**src/rtl/core/jpd_pkg.sv**
```systemverilog
// Package for the joint PD servo: item control type, field widths and codes.
// Used by every module of the block; depends on nothing else.
package jpd_pkg;

	localparam int Q_W     = 32;
	localparam int GAIN_W  = 31;
	localparam int ROW_W   = 3;
	localparam int COUNT_W = 4;
	localparam int CFG_W   = 63;
	localparam int PROD_W  = 64;
	localparam int TERM_W  = 48;
	localparam int SUM_W   = 64;
	localparam int ACC_W   = 64;
	localparam int FRAC_W  = 16;
	localparam int ROW_LIM = 8;

	localparam logic FUNC_JOINT = 1'b0;
	localparam logic FUNC_MASS  = 1'b1;

	localparam logic KIND_TASK  = 1'b0;
	localparam logic KIND_JOINT = 1'b1;

	localparam logic CFG_JOINT_COUNT = 1'b0;
	localparam logic CFG_RES_SQ      = 1'b1;

	localparam logic [COUNT_W-1:0] COUNT_RESET = 4'd8;

	typedef struct packed {
		logic             valid;
		logic             func;
		logic [ROW_W-1:0] row;
		logic [ROW_W-1:0] col;
		logic             last;
	} jpd_ctl_t;

endpackage

```
**src/rtl/core/jpd_mass.sv**
```systemverilog
// Mass-matrix path: element times stored task force, row accumulation and gravity.
// Depends on jpd_pkg.
module jpd_mass (
	input  logic                            clk,
	input  logic                            arst_n,
	input  jpd_pkg::jpd_ctl_t               ctl_s2,
	input  jpd_pkg::jpd_ctl_t               ctl_s3,
	input  logic signed [jpd_pkg::Q_W-1:0]  mass_s2,
	input  logic signed [jpd_pkg::Q_W-1:0]  store_rd,
	input  logic signed [jpd_pkg::Q_W-1:0]  gravity_s3,
	output logic signed [jpd_pkg::Q_W-1:0]  joint_force
);
	import jpd_pkg::*;

	logic signed [PROD_W-1:0] prod_s3;
	logic signed [ACC_W-1:0]  term;
	logic signed [ACC_W-1:0]  acc_next;
	logic signed [ACC_W-1:0]  acc_q;
	logic signed [ACC_W:0]    diff;
	logic                     mass_c;

	always_ff @(posedge clk) begin
		if (ctl_s2.valid && ctl_s2.func == FUNC_MASS) begin
			prod_s3 <= mass_s2 * store_rd;
		end
	end

	assign term     = ACC_W'($signed(prod_s3[PROD_W-1:FRAC_W]));
	assign acc_next = (ctl_s3.col == '0) ? term : acc_q + term;
	assign diff     = (ACC_W+1)'(acc_next) - (ACC_W+1)'(gravity_s3);
	assign mass_c   = ctl_s3.valid && ctl_s3.func == FUNC_MASS;

	always_ff @(posedge clk or negedge arst_n) begin
		if (!arst_n) begin
			acc_q <= '0;
		end else if (mass_c) begin
			acc_q <= acc_next;
		end
	end

	always_comb begin
		if (diff > (ACC_W+1)'(32'sh7fffffff)) begin
			joint_force = 32'sh7fffffff;
		end else if (diff < (ACC_W+1)'(-33'sh080000000)) begin
			joint_force = 32'sh80000000;
		end else begin
			joint_force = diff[Q_W-1:0];
		end
	end

endmodule

```
**config.mk**
```make
export PLATFORM = sky130hd
export DESIGN_NAME = jpd_mass
export DESIGN_NICKNAME = d
export VERILOG_FILES = /design/src/rtl/core/jpd_pkg.sv /design/src/rtl/core/jpd_mass.sv
export SDC_FILE = /design/constraint.sdc
export NUM_CORES = 2
export LEC_CHECK = 0
export ABC_CLOCK_PERIOD_IN_PS = 15400
export BUFFER_PORTS_ARGS = -buffer_cell sky130_fd_sc_hd__buf_4
export CAP_MARGIN = 10
export CORE_MARGIN = 2
export CORE_UTILIZATION = 55
export CTS_CLUSTER_SIZE = 24
export DETAILED_ROUTE_END_ITERATION = 8
export GPL_TIMING_DRIVEN = 1
export PLACE_DENSITY = 0.77
export SYNTH_ARGS = -nofsm -noshare
export SYNTH_HDL_FRONTEND = slang
export SYNTH_SLANG_ARGS = --single-unit
```
**constraint.sdc**
```tcl
create_clock -name clk -period 15.4 [get_ports clk]
set_clock_uncertainty 0.15 [all_clocks]
set_input_delay 3.08 -clock clk [delete_from_list [all_inputs] [get_ports clk]]
set_output_delay 3.08 -clock clk [all_outputs]
set_load 0.05 [all_outputs]
```
# [After elaboration in Yosys (flattened, before gate mapping)]
# Index checks and enable logic that the tools add are counted.
[word_totals] regBits=128 in_bits=116
[classes] add_sub_neg=2 mul=1 n_lt_le_gt_ge=2 muxes=3 n_reduce_logical=3
[ops] cell="65-bit by 32-bit greater-than comparator with 1-bit output (second input constant)" n=1
[ops] cell="65-bit by 32-bit less-than comparator with 1-bit output (second input constant)" n=1
[ops] cell="64-bit by 32-bit subtractor with 65-bit output" n=1
[ops] cell="64-bit by 48-bit adder with 64-bit output" n=1
[ops] cell="32-bit by 32-bit multiplier with 64-bit output" n=1
[ops] cell="32-bit 2-to-1 mux" n=2
[ops] cell="64-bit 2-to-1 mux" n=1
[ops] cell="3-bit logical NOT" n=1
[ops] cell="1-bit logical AND" n=2

# [Longest topological paths before layout]
[logic_depth] word_depth=6 mapped_depth=30 depth_no_buf=29

# [Worst setup path after synthesis]
# OpenSTA, ideal clock, no wires.
[synth_timing] path_type="input to output" startpoint="in ctl_s3[2] (netlist bit)" endpoint="out joint_force[0] (netlist bit)" arrival_time_ns=7.875 required_ns=12.170 slack_ns=4.295 cell_stages=21 path_cell_list="or3_1 clkbuf_1 clkbuf_1 buf_1 nand2_1 nand2_1 ha_1 buf_4 and4_1 buf_4 and2b_2 nand2_1 a21oi_1 or3b_4 a21oi_2 o21bai_2 xnor2_1 or4_4 nor4_4 nand4_2 o221ai_1"
[synth_between] elab_chain_cells=6 word_cells_on_any_way=7 classes_between="add/sub: 1; order compare: 2; mux: 3; reduce/logical: 1"
[synth_rtl] item="from (decl)" line_no="jpd_mass.sv:7" source="input jpd_pkg::jpd_ctl_t ctl_s3,"
[synth_rtl] item="3-bit logical NOT *" line_no="jpd_mass.sv:29" source="assign acc_next = (ctl_s3.col == '0) ? term : acc_q + term;"
[synth_rtl] item="64-bit 2-to-1 mux *" line_no="jpd_mass.sv:29"
[synth_rtl] item="named net acc_next[34]" line_no="jpd_mass.sv:17" source="logic signed [ACC_W-1:0] acc_next;"
[synth_rtl] item="64-bit by 32-bit subtractor with 65-bit output *" line_no="jpd_mass.sv:30" source="assign diff = (ACC_W+1)'(acc_next) - (ACC_W+1)'(gravity_s3);"
[synth_rtl] item="65-bit by 32-bit less-than comparator with 1-bit output" line_no="jpd_mass.sv:44" source="end else if (diff < (ACC_W+1)'(-33'sh080000000)) begin"
[synth_rtl] item="32-bit 2-to-1 mux" line_no="jpd_mass.sv:44"
[synth_rtl] item="32-bit 2-to-1 mux *" line_no="jpd_mass.sv:42" source="if (diff > (ACC_W+1)'(32'sh7fffffff)) begin"
[synth_rtl] item="to (decl)" line_no="jpd_mass.sv:11" source="output logic signed [jpd_pkg::Q_W-1:0] joint_force"
# The timed path passes the listed nets; every way through them passes the cells marked *.

# [Final worst setup path]
# Ends and elaborated chain as after synthesis.

==> impl_metrics.ini <==
[yosys]
yosysMostFrequentCell = inv_1
synth_fp_nets = 7075
synth.largest_area_cell = fa_1
synth_top_family_by_area = adder cells
synth_fa_ha_area_frac = 0.5251
synth_top_area_share = 0.4460
synth.avg_cell_area_um2 = 8.728
synth_xor_area_frac = 0.02973
netlist_area_um2 = 48610
yosys_warnings = 0
netlist_instances = 5569
yosys.cell_types.count = 97
ys.flop_type = dfrtp_1
yosys-top-cells-area = fa_1 (45%), inv_1 (9.1%), ha_1 (7.9%)
synth-compound-area-share = 0.09452
ys_seq_area_frac = 0.06260
synth-seq-cells = 112
muxShareOfSynthArea = 0.008881
synth_edf_count = 48
async_flop_share = 0.5714
synthSimpleGateAreaFrac = 0.1640
yosys-top-cells-count = inv_1 (1,181), fa_1 (1,083), nand2_1 (981)

[route]
routed_wl_um = 132200
avgRoutedWirePerCell_um = 19.99
drtIter0Drc = 3081
vias = 38050
ant_nets = 0
dr.pass1.iters = 7
drc = 0
vias_per_cell = 5.756

[global_route]
antenna_found_initial = 0
grt.overflow.total = 0
grt_max_degree = 71
track_usage = 0.3017
grt_pass1_wl_um = 215500
grt_pass1_vias = 40760

[timing]
fmax_mhz = 84.01
rsz0062_at_grt = no
period_needed_ns = 11.90
finalHoldViolCount = 0
setup_viol = 0
worstMarginPinSlew_ns = 1.196
finalCritPeriodShare = 0.7729
relSlewSlack = 0.2016
maxSlewViolCount = 0
setup_tns_ns = 0

[floorplanning]
start_util = 0.5526
io_pins = 148
die_area_um2 = 90770
die_y_um = 301.3
core_um2 = 87970
std_cell_rows = 109
die_w_um = 301.3

[worst_hold_path]
min_path_type = register to register

[setup_path]
path_delay_family = compound AO/OA/AOI/OAI gates
cp_num_buf_inv = 4
start_kind = input port
endpoint_kind = output pin
slowest_stage = or4_4
crit_type = input port to output pin
critPathMaxStageDelay_ns = 0.55
cp.required_ns = 12.17
cpMostUsedCell = buf_4
crit_chain = buf_4, or3_2, buf_4, a21oi_1, ha_1, o21ai_0, a21oi_1, a22oi_1, a21oi_1, or3b_4, a21oi_2, o21bai_2, xnor2_1, or4_4, nor4_4, nand4_2, buf_4, o221ai_1, buf_4
critPathMaxFanout = 70
critPathArrivalTime_ns = 8.67

[job]
drv_cap = 0

[clock_network]
cts_buffer_depth = 2
cts_buffers = 9
clock_latency_ns = 0.39
cts_setup_buffers = 0
htree_num_levels = 3
cts-root-buf = clkbuf_16
cts.clk_slew.worst_paths_ns = 0.08
ctsHoldBuffers = 0
numClockSinks = 112
ctsResizeCount = 0
cts_tree = built

[finish]
antennaDiodeCount = 0
multiInputGateArea_um2 = 39990
drive_gt1_frac = 0.04994
final_nets = 6947
areaGrowthSynthToFinish_pct = 3.604
register_area_um2 = 3043
nFillCells = 7749

[run_status]
status = complete, no violations

[placed_design]
io_buffers = 136
dp_hpwl_um = 99610
gp_congestion = 0.9648
==> registers in the layout (all words and copies together) (netlist names) <==
register / cells
acc_q: 64
prod_s3: 48
==> through the flow <==
| stage | hold WS, ns | setup slack [ns] | instances | instance area (µm²) | utilization |
|---|---|---|---|---|---|
| 2_1_floorplan | 0.2998 | 4.295 | 5569 | 48610 | - |
| 3_5_place_dp | 0.3199 | 3.410 | 6595 | 50050 | 0.5689 |
| 3_3_place_gp | 0.3126 | 3.568 | 6595 | 50050 | 0.5689 |
| 5_1_grt | 0.3626 | 3.156 | 6611 | 50360 | 0.5725 |
| 6_report | 0.3374 | 3.497 | 6611 | 50360 | 0.5725 |
| 4_1_cts | 0.3425 | 3.547 | 6611 | 50360 | 0.5725 |
==> layout by cell type, fill, tap and decap left out, types with 28 or more instances in the layout <==
master    netlist  routed
nand3_1        33      33
nand4_1        47      47
o21ai_0       103     103
and2_1        267     265
nand2_1       981     981
buf_4           4     149
o21bai_1       28      28
o221ai_2       31      31
nor3_1         36      35
a31oi_1        33      32
nand2b_1       38      38
edfxtp_1       48      48
xor2_1         49      49
dfrtp_1        64      64
ha_1          307     307
fa_1         1083    1083
mux2_2         33      33
xnor2_1       116     116
inv_1        1181    1181
a21o_1         99      99
nand4b_1       30      30
nor2_1        170     169
a21oi_1       202     202
==> path summary, 6_finish.rpt <==
| path | endpoint | start | slack (ns) | cells past startpoint |
|---|---|---|---|---|
| max in group asynchronous | acc_q[17]$_DFFE_PN0P_ | arst_n | 11.86 | 1 |
| worst min register to register | acc_q[10]$_DFFE_PN0P_ | acc_q[10]$_DFFE_PN0P_ | 0.34 | 2 |
| worst min-delay path | acc_q[10]$_DFFE_PN0P_ | acc_q[10]$_DFFE_PN0P_ | 0.34 | 2 |
| worst max-delay path | joint_force[0] | ctl_s3[2] | 3.50 | 19 |
| min in group asynchronous | acc_q[56]$_DFFE_PN0P_ | arst_n | 2.64 | 1 |
| worst max register to register | acc_q[37]$_DFFE_PN0P_ | prod_s3[17]$_DFFE_PP_ | 11.02 | 13 |
==> metal layers <==
| layer | up-vias | GRT usage | part of all wire |
|---|---|---|---|
| met4 | 0 | 0.07747 | 0.029 |
| met2 | 1965 | 0.4853 | 0.46 |
| met1 | 19040 | 0.4053 | 0.39 |
| met3 | 280 | 0.08227 | 0.12 |
| met5 | - | 0 | 0 |
| li1 | 16770 | - | - |
==> cell families (layout without fill, tap and decap cells) <==
| family | count (synthesis) | count (layout) |
|---|---|---|
| AO/OA/AOI/OAI | 679 | 679 |
| XOR/XNOR | 165 | 165 |
| adder cells (fa/ha/maj) | 1390 | 1390 |
| buffers and inverters | 1470 | 1347 |
| flip-flops | 112 | 112 |
| multiplexers | 39 | 39 |
| AND/OR/NAND/NOR | 1714 | 1714 |
==> worst register-to-register path: stages (launching register included) <==
cell      delay, ns
edfxtp_1       0.47
ha_1           0.34
a211oi_1       0.35
o211ai_1       0.20
a31oi_1        0.34
nor2_1         0.16
a221oi_1       0.46
o31ai_1        0.19
a211oi_1       0.46
o31ai_1        0.19
a221o_1        0.36
xnor2_1        0.15
a21oi_1        0.12
mux2_2         0.32
==> final cells by class <==
type | count | area share
clock inverters | 7 | 0.001739
repair buffers | 149 | 0.02221
inverters | 1182 | 0.08810
well taps | 1165 | 0.02895
flip-flops and latches | 112 | 0.06043
multi-input cells | 3987 | 0.7941
clock buffers | 9 | 0.004472
Power is left out: the tool's default activity adds up to more than one toggle a clock period on the data nets, which glitch-free logic cannot reach.
