### src/rtl/core/jpd_pkg.sv
// Package for the joint PD servo: item control type, field widths and codes.
// Used by every module of the block; depends on nothing else.
package jpd_pkg;

	localparam int Q_W     = 32;
	localparam int GAIN_W  = 31;
	localparam int ROW_W   = 3;
	localparam int COUNT_W = 4;
	localparam int CFG_W   = 63;
	localparam int PROD_W  = 64;
	localparam int TERM_W  = 48;
	localparam int SUM_W   = 64;
	localparam int ACC_W   = 64;
	localparam int FRAC_W  = 16;
	localparam int ROW_LIM = 8;

	localparam logic FUNC_JOINT = 1'b0;
	localparam logic FUNC_MASS  = 1'b1;

	localparam logic KIND_TASK  = 1'b0;
	localparam logic KIND_JOINT = 1'b1;

	localparam logic CFG_JOINT_COUNT = 1'b0;
	localparam logic CFG_RES_SQ      = 1'b1;

	localparam logic [COUNT_W-1:0] COUNT_RESET = 4'd8;

	typedef struct packed {
		logic             valid;
		logic             func;
		logic [ROW_W-1:0] row;
		logic [ROW_W-1:0] col;
		logic             last;
	} jpd_ctl_t;

endpackage

### src/rtl/core/jpd_cfg.sv
// Configuration registers of the joint PD servo and the effective joint count.
// Depends on jpd_pkg.
module jpd_cfg #(
	parameter int MAX_JOINTS = 8
) (
	input  logic                          clk,
	input  logic                          arst_n,
	input  logic                          cfg_we,
	input  logic                          cfg_index,
	input  logic [jpd_pkg::CFG_W-1:0]     cfg_data,
	output logic [jpd_pkg::COUNT_W-1:0]   joints_in_use,
	output logic [jpd_pkg::CFG_W-1:0]     resolution_sq
);
	import jpd_pkg::*;

	localparam int LimInt = (MAX_JOINTS < ROW_LIM) ? MAX_JOINTS : ROW_LIM;
	localparam logic [COUNT_W-1:0] Limit = COUNT_W'(LimInt);

	logic [COUNT_W-1:0] joint_count_q;
	logic [CFG_W-1:0]   res_sq_q;

	always_ff @(posedge clk or negedge arst_n) begin
		if (!arst_n) begin
			joint_count_q <= COUNT_RESET;
			res_sq_q      <= '0;
		end else if (cfg_we) begin
			if (cfg_index == CFG_JOINT_COUNT) begin
				joint_count_q <= cfg_data[COUNT_W-1:0];
			end else begin
				res_sq_q <= cfg_data;
			end
		end
	end

	always_comb begin
		if (joint_count_q == '0) begin
			joints_in_use = COUNT_W'(1);
		end else if (joint_count_q > Limit) begin
			joints_in_use = Limit;
		end else begin
			joints_in_use = joint_count_q;
		end
	end

	assign resolution_sq = res_sq_q;

endmodule

### config.mk
export PLATFORM = sky130hd
export DESIGN_NAME = jpd_cfg
export DESIGN_NICKNAME = d
export VERILOG_FILES = /design/src/rtl/core/jpd_pkg.sv /design/src/rtl/core/jpd_cfg.sv
export SDC_FILE = /design/constraint.sdc
export NUM_CORES = 1
export LEC_CHECK = 0
export ABC_AREA = 1
export ABC_CLOCK_PERIOD_IN_PS = 2160
export BUFFER_PORTS_ARGS = -buffer_cell sky130_fd_sc_hd__buf_2
export CAP_MARGIN = 20
export CORE_ASPECT_RATIO = 1.25
export CORE_MARGIN = 2
export CORE_UTILIZATION = 35
export CTS_CLUSTER_DIAMETER = 50
export CTS_CLUSTER_SIZE = 10
export DETAILED_ROUTE_END_ITERATION = 7
export PLACE_DENSITY = 0.75
export SETUP_SLACK_MARGIN = 0.15
export SYNTH_ARGS = -nofsm -noshare
export SYNTH_HDL_FRONTEND = slang
export SYNTH_SLANG_ARGS = --single-unit
### constraint.sdc
create_clock -name clk -period 2.16 [get_ports clk]
set_clock_uncertainty 0.2 [all_clocks]
set_input_delay 0.648 -clock clk [delete_from_list [all_inputs] [get_ports clk]]
set_output_delay 0.648 -clock clk [all_outputs]
set_load 0.01 [all_outputs]
* Word-level counts from Yosys, hierarchy flattened
Index checks and enable logic that the tools add are counted.
Operators by class: magnitude comparators 1, mux-type cells 2, bitwise logic cells 1, reduce and logical (&&, ||, !) cells 3
Operators with widths (count):
- 4-bit two-way mux | 2
- 4-bit greater-than comparator, second input constant | 1
- 4-bit logical NOT | 1
- 2-bit AND reduction | 2
- 1-bit NOT | 1
Storage, ports and cells: register bits 67, input bits 67, output and inout bits 67, logic and storage cells 9

* Logic depth before layout (Yosys ltp)
Gate-level depths: netlist (run 1).
depth after elaboration 3, depth in mapped cells 6, depth with buffers taken out 4

* Worst setup path before layout (run 1)
OpenSTA, ideal clock, no wires.
kind register -> output, start point register joint_count_q[1], end point output joints_in_use[1] (netlist name), arrival 760 ps, required time 1312 ps, path slack 552 ps, cell stages (with the launch flop) 4, buffers on the path 0, path through dfrtp_1 > nor2_1 > nand2_1 > a21oi_1
On the way: longest elaborated chain between the ends 3, elaborated cells on any way between the ends 4, classes of those cells order compare: 1; mux: 2; reduce/logical: 1
Ends and longest elaborated chain:
- start: declaration | line jpd_cfg.sv:19 | logic [COUNT_W-1:0] joint_count_q;
- start signal: assignment | line jpd_cfg.sv:28 | joint_count_q <= cfg_data[COUNT_W-1:0];
- 4-bit greater-than comparator | line jpd_cfg.sv:38 | end else if (joint_count_q > Limit) begin
- 4-bit two-way mux | line jpd_cfg.sv:38
- 4-bit two-way mux (*) | line jpd_cfg.sv:36 | if (joint_count_q == '0) begin
- end: declaration | line jpd_cfg.sv:11 | output logic [jpd_pkg::COUNT_W-1:0] joints_in_use,
Every way passes the cells marked *; elsewhere a longest branch is shown, timed or not.

* Final worst setup path (run 1)
start point register joint_count_q[2], end point output joints_in_use[1] (netlist name)
The elaborated chain is that of the path after synthesis.

==> results.cfg, run 1 <==
[routing]
topRoutingLayerUsed = met4
dr_wl_met3_um = 546
wl_met1_mm = 2.668
vias_per_cell = 4.682
wl_per_cell_um = 12.10
vias = 2458
firstDrtPassIters = 6
drtIter0Drc = 122
postRouteAntennaNets = 0
drc_errors = 0
wl_mm = 6.352
met2_length_mm = 3.022

[worst_setup_path]
r2r_setup_slack_ns = 1.16
cp-start-kind = flip-flop
arrival_ns = 1.22
slowest_stage = dfrtp_1
cp_max_fo = 2
path_cells = nor2_2, nand2_1, a21oi_2, buf_2
path_class = reg2out
critPathMaxStageDelay_ns = 0.40
cp_data_required_time_ns = 1.31
rr_startpoint = joint_count_q[3]
cp-startpoint = joint_count_q[2]
crit_path_end_kind = primary output

[power_and_ir_drop]
leakage_nw = 2.101
ir_worst_vdd_v = 0.0003650
internal-power_mw = 2.101
p_total_mw = 2.962
seqPwrFrac_pct = 50.5
combPwrFrac_pct = 19.1
power_density_nw_per_um2 = 824.2
swShare_pct = 29.05
clock_power_share_pct = 30.3
p_sw_mw = 0.8603

[clock_tree]
clockBufferDepth = 2
cts_tree = built
cts_buffers = 9
hold_buffers = 0
htreeDepth = 3
cts.clk_slew.worst_paths_ns = 0.07
clkLatencyLatePin_ns = 0.33
cts_root_buf = clkbuf_8
cts.sinks = 67

[floorplan]
core_um2 = 7445
num_rows = 35
io_pins = 134
initial_core_util_pct = 36.24
fp.dieW_um = 82.53
die_h_um = 102.2
die_area_um2 = 8430

[synth]
synth.largest_area_cell = dfrtp_1
syn_area_um2 = 2698
async_reset_ff_share_pct = 100.0
syn_area_per_cell_um2 = 9.052
synth_cells = 298
yosys_warnings = 0
synth_area_leaders = dfrtp_1 61%, nand2_1 18%, nand3_1 11%
ys_seq_elements = 67
synthFlopType = dfrtp_1
ys_top_cells_by_count = 128 x nand2_1, 66 x dfrtp_1, 59 x nand3_1, 10 x buf_2
synth.net_count = 365
synth_edf_count = 0
synth_top_area_share_pct = 61.22
synth.most_common_cell = nand2_1
synthDistinctLibCells = 13
ys_seq_area_share_pct = 62.20

[layout]
final_area_um2 = 3593
layout-drive-gt1-share_pct = 36.72
final_nets = 495
area.growth.synth_to_final_pct = 33.21
antenna_cells = 0
finalNonFillerCells = 525

[run]
maxCapViolCount = 0

[timing]
finalHoldViolCount = 0
slew_headroom_pct = 75.00
setup_violations = 0
finalCritPeriodShare_pct = 95.93
finalSetupTns_ns = 0
max_freq_ghz = 0.4826
worst_slew_pin_slew_ns = 0.3750
rsz0062_at_grt = true
fin_crit_ns = 2.072
slew_violations = 0

[placement]
dpl-instance-area_um2 = 3401
hpwl_mm = 4.431
dp.cells = 507
portBuffers = 133
gp_congestion = 0.7293

[outcome]
status = finished, final reports clean

[grt]
grt_pass1_wl_mm = 10.09
grt_max_degree = 68
track_usage_pct = 15.55
overflow = 0
antenna_found_initial = 0
grt_pass1_vias = 2276

[worst_hold_path]
hp-class = in2async
## flip-flops by register name, summed over array words and instances, names as in the netlist
signal / flops
joint_count_q: 4
resolution_sq: 63
## routing by layer
layer	vias to the layer above	global-route usage (%)
li1	1206	-
met1	1135	19.18
met2	104	24.44
met3	13	5.565
met4	0	6.810
met5	-	0
## timing repair
item,4_1_cts,5_1_grt
resized for setup,1,1
buffers inserted,2,0
setup endpoints to repair,1,3
pin swaps,2,2
## critical path: cells and delay by family, from the launching register on
kind / cells / cell delay (ns)
flip-flops: 1 / 0.40
buffers and inverters: 1 / 0.14
AND/OR/NAND/NOR: 2 / 0.22
AO/OA/AOI/OAI: 1 / 0.13
## through the flow
stage	util, %	hold slack [ns]	setup WS [ns]
6_report	48.27	0.09715	0.08794
5_1_grt	48.27	0.1169	0.01859
4_1_cts	48.24	0.1162	0.07719
3_5_place_dp	45.68	0.2530	0.4222
3_3_place_gp	45.68	0.2514	0.4838
2_1_floorplan	-	0.1524	0.5516
## cells by family after synthesis
logic type | after synthesis | share of synthesized area (%)
buffers and inverters | 30 | 6.586
flip-flops | 67 | 62.20
AO/OA/AOI/OAI | 9 | 1.670
AND/OR/NAND/NOR | 192 | 29.55
## power groups by stage
stage	registers (mW)	logic (mW)	clock network [mW]
after floorplan	1.59	0.209	0
after global placement	1.52	0.555	0
after detailed placement	1.52	0.569	0
after CTS	1.50	0.578	0.938
after global routing	1.52	0.647	0.997
final	1.50	0.567	0.898
## placed cells by master, fill, tap and decap left out
cell type	instances
buf_2	133
nand3_1	59
nand2_2	1
nor2_1	3
nand2_1	128
clkinv_4	1
buf_4	6
dfrtp_1	66
inv_1	8
clkbuf_8	10
clkbuf_1	2
nor2_2	1
clkinvlp_4	1
o21ai_0	8
a21oi_2	1
buf_12	2
dfstp_2	1
clkinv_2	2
## worst paths after layout
check                               endpoint  cells after the start
max                         joints_in_use[1]                      4
min                        resolution_sq[19]                      2
max reg2reg                 joint_count_q[3]                      2
min reg2reg                resolution_sq[20]                      2
max in group asynchronous  resolution_sq[26]                      2
min in group clk           resolution_sq[20]                      2
## final cells by class
class,count,area [um^2]
clock buffers,12,145.1
clock inverters,4,26.28
fillers,748,3851
inverters,8,30.03
multi-input cells,201,848.3
flip-flops and latches,67,1678
well taps,92,115.1
repair buffers,141,750.7
Power figures use the tool's default switching activity.
==> inputs of run 2 (changes only) <==
Settings changed: CORE_MARGIN 2 to 5.
==> run 2 against run 1 <==
Hold slack improved by 0.017 ns. Worst setup slack better by 0.020 ns. Routed wire length increased by 13%. Via count is 0.94% lower. Global-route usage decreased by 0.34 points. Die area rose by 14%. Clock power up 48%. Final cell count shrank 0.19%. Fmax is 0.99% higher. Core utilization rose by 1.0 points. Highest routed layer unchanged.
==> results.cfg, run 2 (synthesis results as in run 1) <==
[floorplan]
die_h_um = 108.2
initial_core_util_pct = 36.24
die_area_um2 = 9574
fp.dieW_um = 88.53
core_um2 = 7445
io_pins = 134
num_rows = 35

[clock_tree]
cts_buffers = 9
cts.clk_slew.worst_paths_ns = 0.08
cts.sinks = 67
clockBufferDepth = 2
hold_buffers = 0
htreeDepth = 3
cts_root_buf = clkbuf_8
cts_tree = built
clkLatencyLatePin_ns = 0.32

[routing]
wl_per_cell_um = 13.65
vias = 2435
drc_errors = 0
firstDrtPassIters = 4
postRouteAntennaNets = 0
wl_mm = 7.153
vias_per_cell = 4.647
drtIter0Drc = 112

[grt]
antenna_found_initial = 0
grt_pass1_vias = 2455
grt_max_degree = 68
top_usage_layer = met2
track_usage_pct = 15.21
use_met2_pct = 26.15
grt_pass1_wl_mm = 11.42
globalRouteMet3Util_pct = 3.430
use_met1_pct = 17.96
overflow = 0

[power_and_ir_drop]
combPwrFrac_pct = 16.7
internal-power_mw = 2.512
swShare_pct = 26.16
clock_power_share_pct = 39.2
ir_worst_vdd_v = 0.0004193
p_sw_mw = 0.8897
p_total_mw = 3.401
seqPwrFrac_pct = 44.1
leakage_nw = 2.143
power_density_nw_per_um2 = 926.5

[timing]
fin_crit_ns = 2.052
rsz0062_at_grt = true
finalCritPeriodShare_pct = 94.99
slew_violations = 0
worst_slew_pin_slew_ns = 0.3581
finalSetupTns_ns = 0
max_freq_ghz = 0.4874
setup_violations = 0
finalHoldViolCount = 0
slew_headroom_pct = 76.13
worst_slack_ns = 0.1082

[worst_setup_path]
crit_buf_inv = 1
cp-start-kind = flip-flop
rr_worst_depth = 3
crit_path_end_kind = primary output
arrival_ns = 1.20
critPathMaxStageDelay_ns = 0.41
slowest_stage = dfrtp_1
rr_endpoint = joint_count_q[2]
path_cells = nor2_2, nand2_1, a21oi_1, buf_2
path_class = reg2out
cp_data_required_time_ns = 1.31
rr_startpoint = joint_count_q[2]
crit_family = flip-flops
cp_max_fo = 2
r2r_setup_slack_ns = 1.15

[placement]
portBuffers = 133
gp_congestion = 0.7688
dpl-instance-area_um2 = 3401
hpwl_mm = 5.008
dp_slack_ns = 0.4433

[layout]
largest_reg_flops = 63
layout.cells.most_common_list = 133 x buf_2, 128 x nand2_1, 66 x dfrtp_1
area.growth.synth_to_final_pct = 36.09
final_area_um2 = 3671
layout_commonest_cell = buf_2
layout-drive-gt1-share_pct = 36.81
final_nets = 494
antenna_cells = 0

[run]
maxCapViolCount = 0

[worst_hold_path]
hp-class = in2async

[outcome]
status = finished, final reports clean
==> run 2: cell types whose count changed in the layout (fill, tap and decap cells not counted), sizes merged <==
cell and delta:
bufinv +3, buf -1, clkinv -2, clkinvlp -1
==> run 2: area by class of cell <==
cell class	count	area, um^2
sequential	67	1678
timing repair buffer	140	743.2
clock inverter	4	95.09
inverter	8	30.03
multi-input combinational	201	844.6
fill	735	3774
clock buffer	12	165.2
tap	92	115.1
==> run 2: stage by stage <==
step	hold WS (ns)	util [%]	std cells
after floorplan	0.1524	-	298
after global placement	0.2505	45.68	507
after detailed placement	0.2529	45.68	507
after CTS	0.1274	49.31	524
after global routing	0.1364	49.31	524
final	0.1142	49.31	524
==> run 2: power groups by stage <==
stage	clock (mW)	combinational, mW	sequential (mW)
after floorplan	0	0.209	1.59
after global placement	0	0.561	1.52
after detailed placement	0	0.577	1.52
after CTS	1.36	0.582	1.50
after global routing	1.42	0.639	1.52
final	1.33	0.568	1.50
==> run 2: worst max-delay path by stage <==
stage	startpoint	endpoint	cells after the start
after floorplan	joint_count_q[1]	joints_in_use[1]	3
after global placement	joint_count_q[1]	joints_in_use[1]	4
after detailed placement	cfg_index	resolution_sq[2]	5
after CTS	joint_count_q[1]	joints_in_use[1]	4
after global routing	joint_count_q[2]	joints_in_use[1]	4
final	joint_count_q[2]	joints_in_use[1]	4
==> run 2: worst register-to-register path, stage by stage, from the launching register on <==
cell,delay [ns]
dfrtp_1,0.41
buf_4,0.15
nand2_1,0.05
o21ai_0,0.08
==> run 2: metal layers <==
metal / up-vias / routed length, um
met1: 1141 / 2791
li1: 1203 / -
met3: 13 / 479
met5: - / 0
met2: 78 / 3753
met4: 0 / 129
==> run 2: what timing repair did <==
item                                    4_1_cts  5_1_grt
pin swaps                                     3        2
setup buffers                                 1        0
gates cloned                                  0        0
gates resized for setup                       1        0
endpoints found under the setup margin        1        2
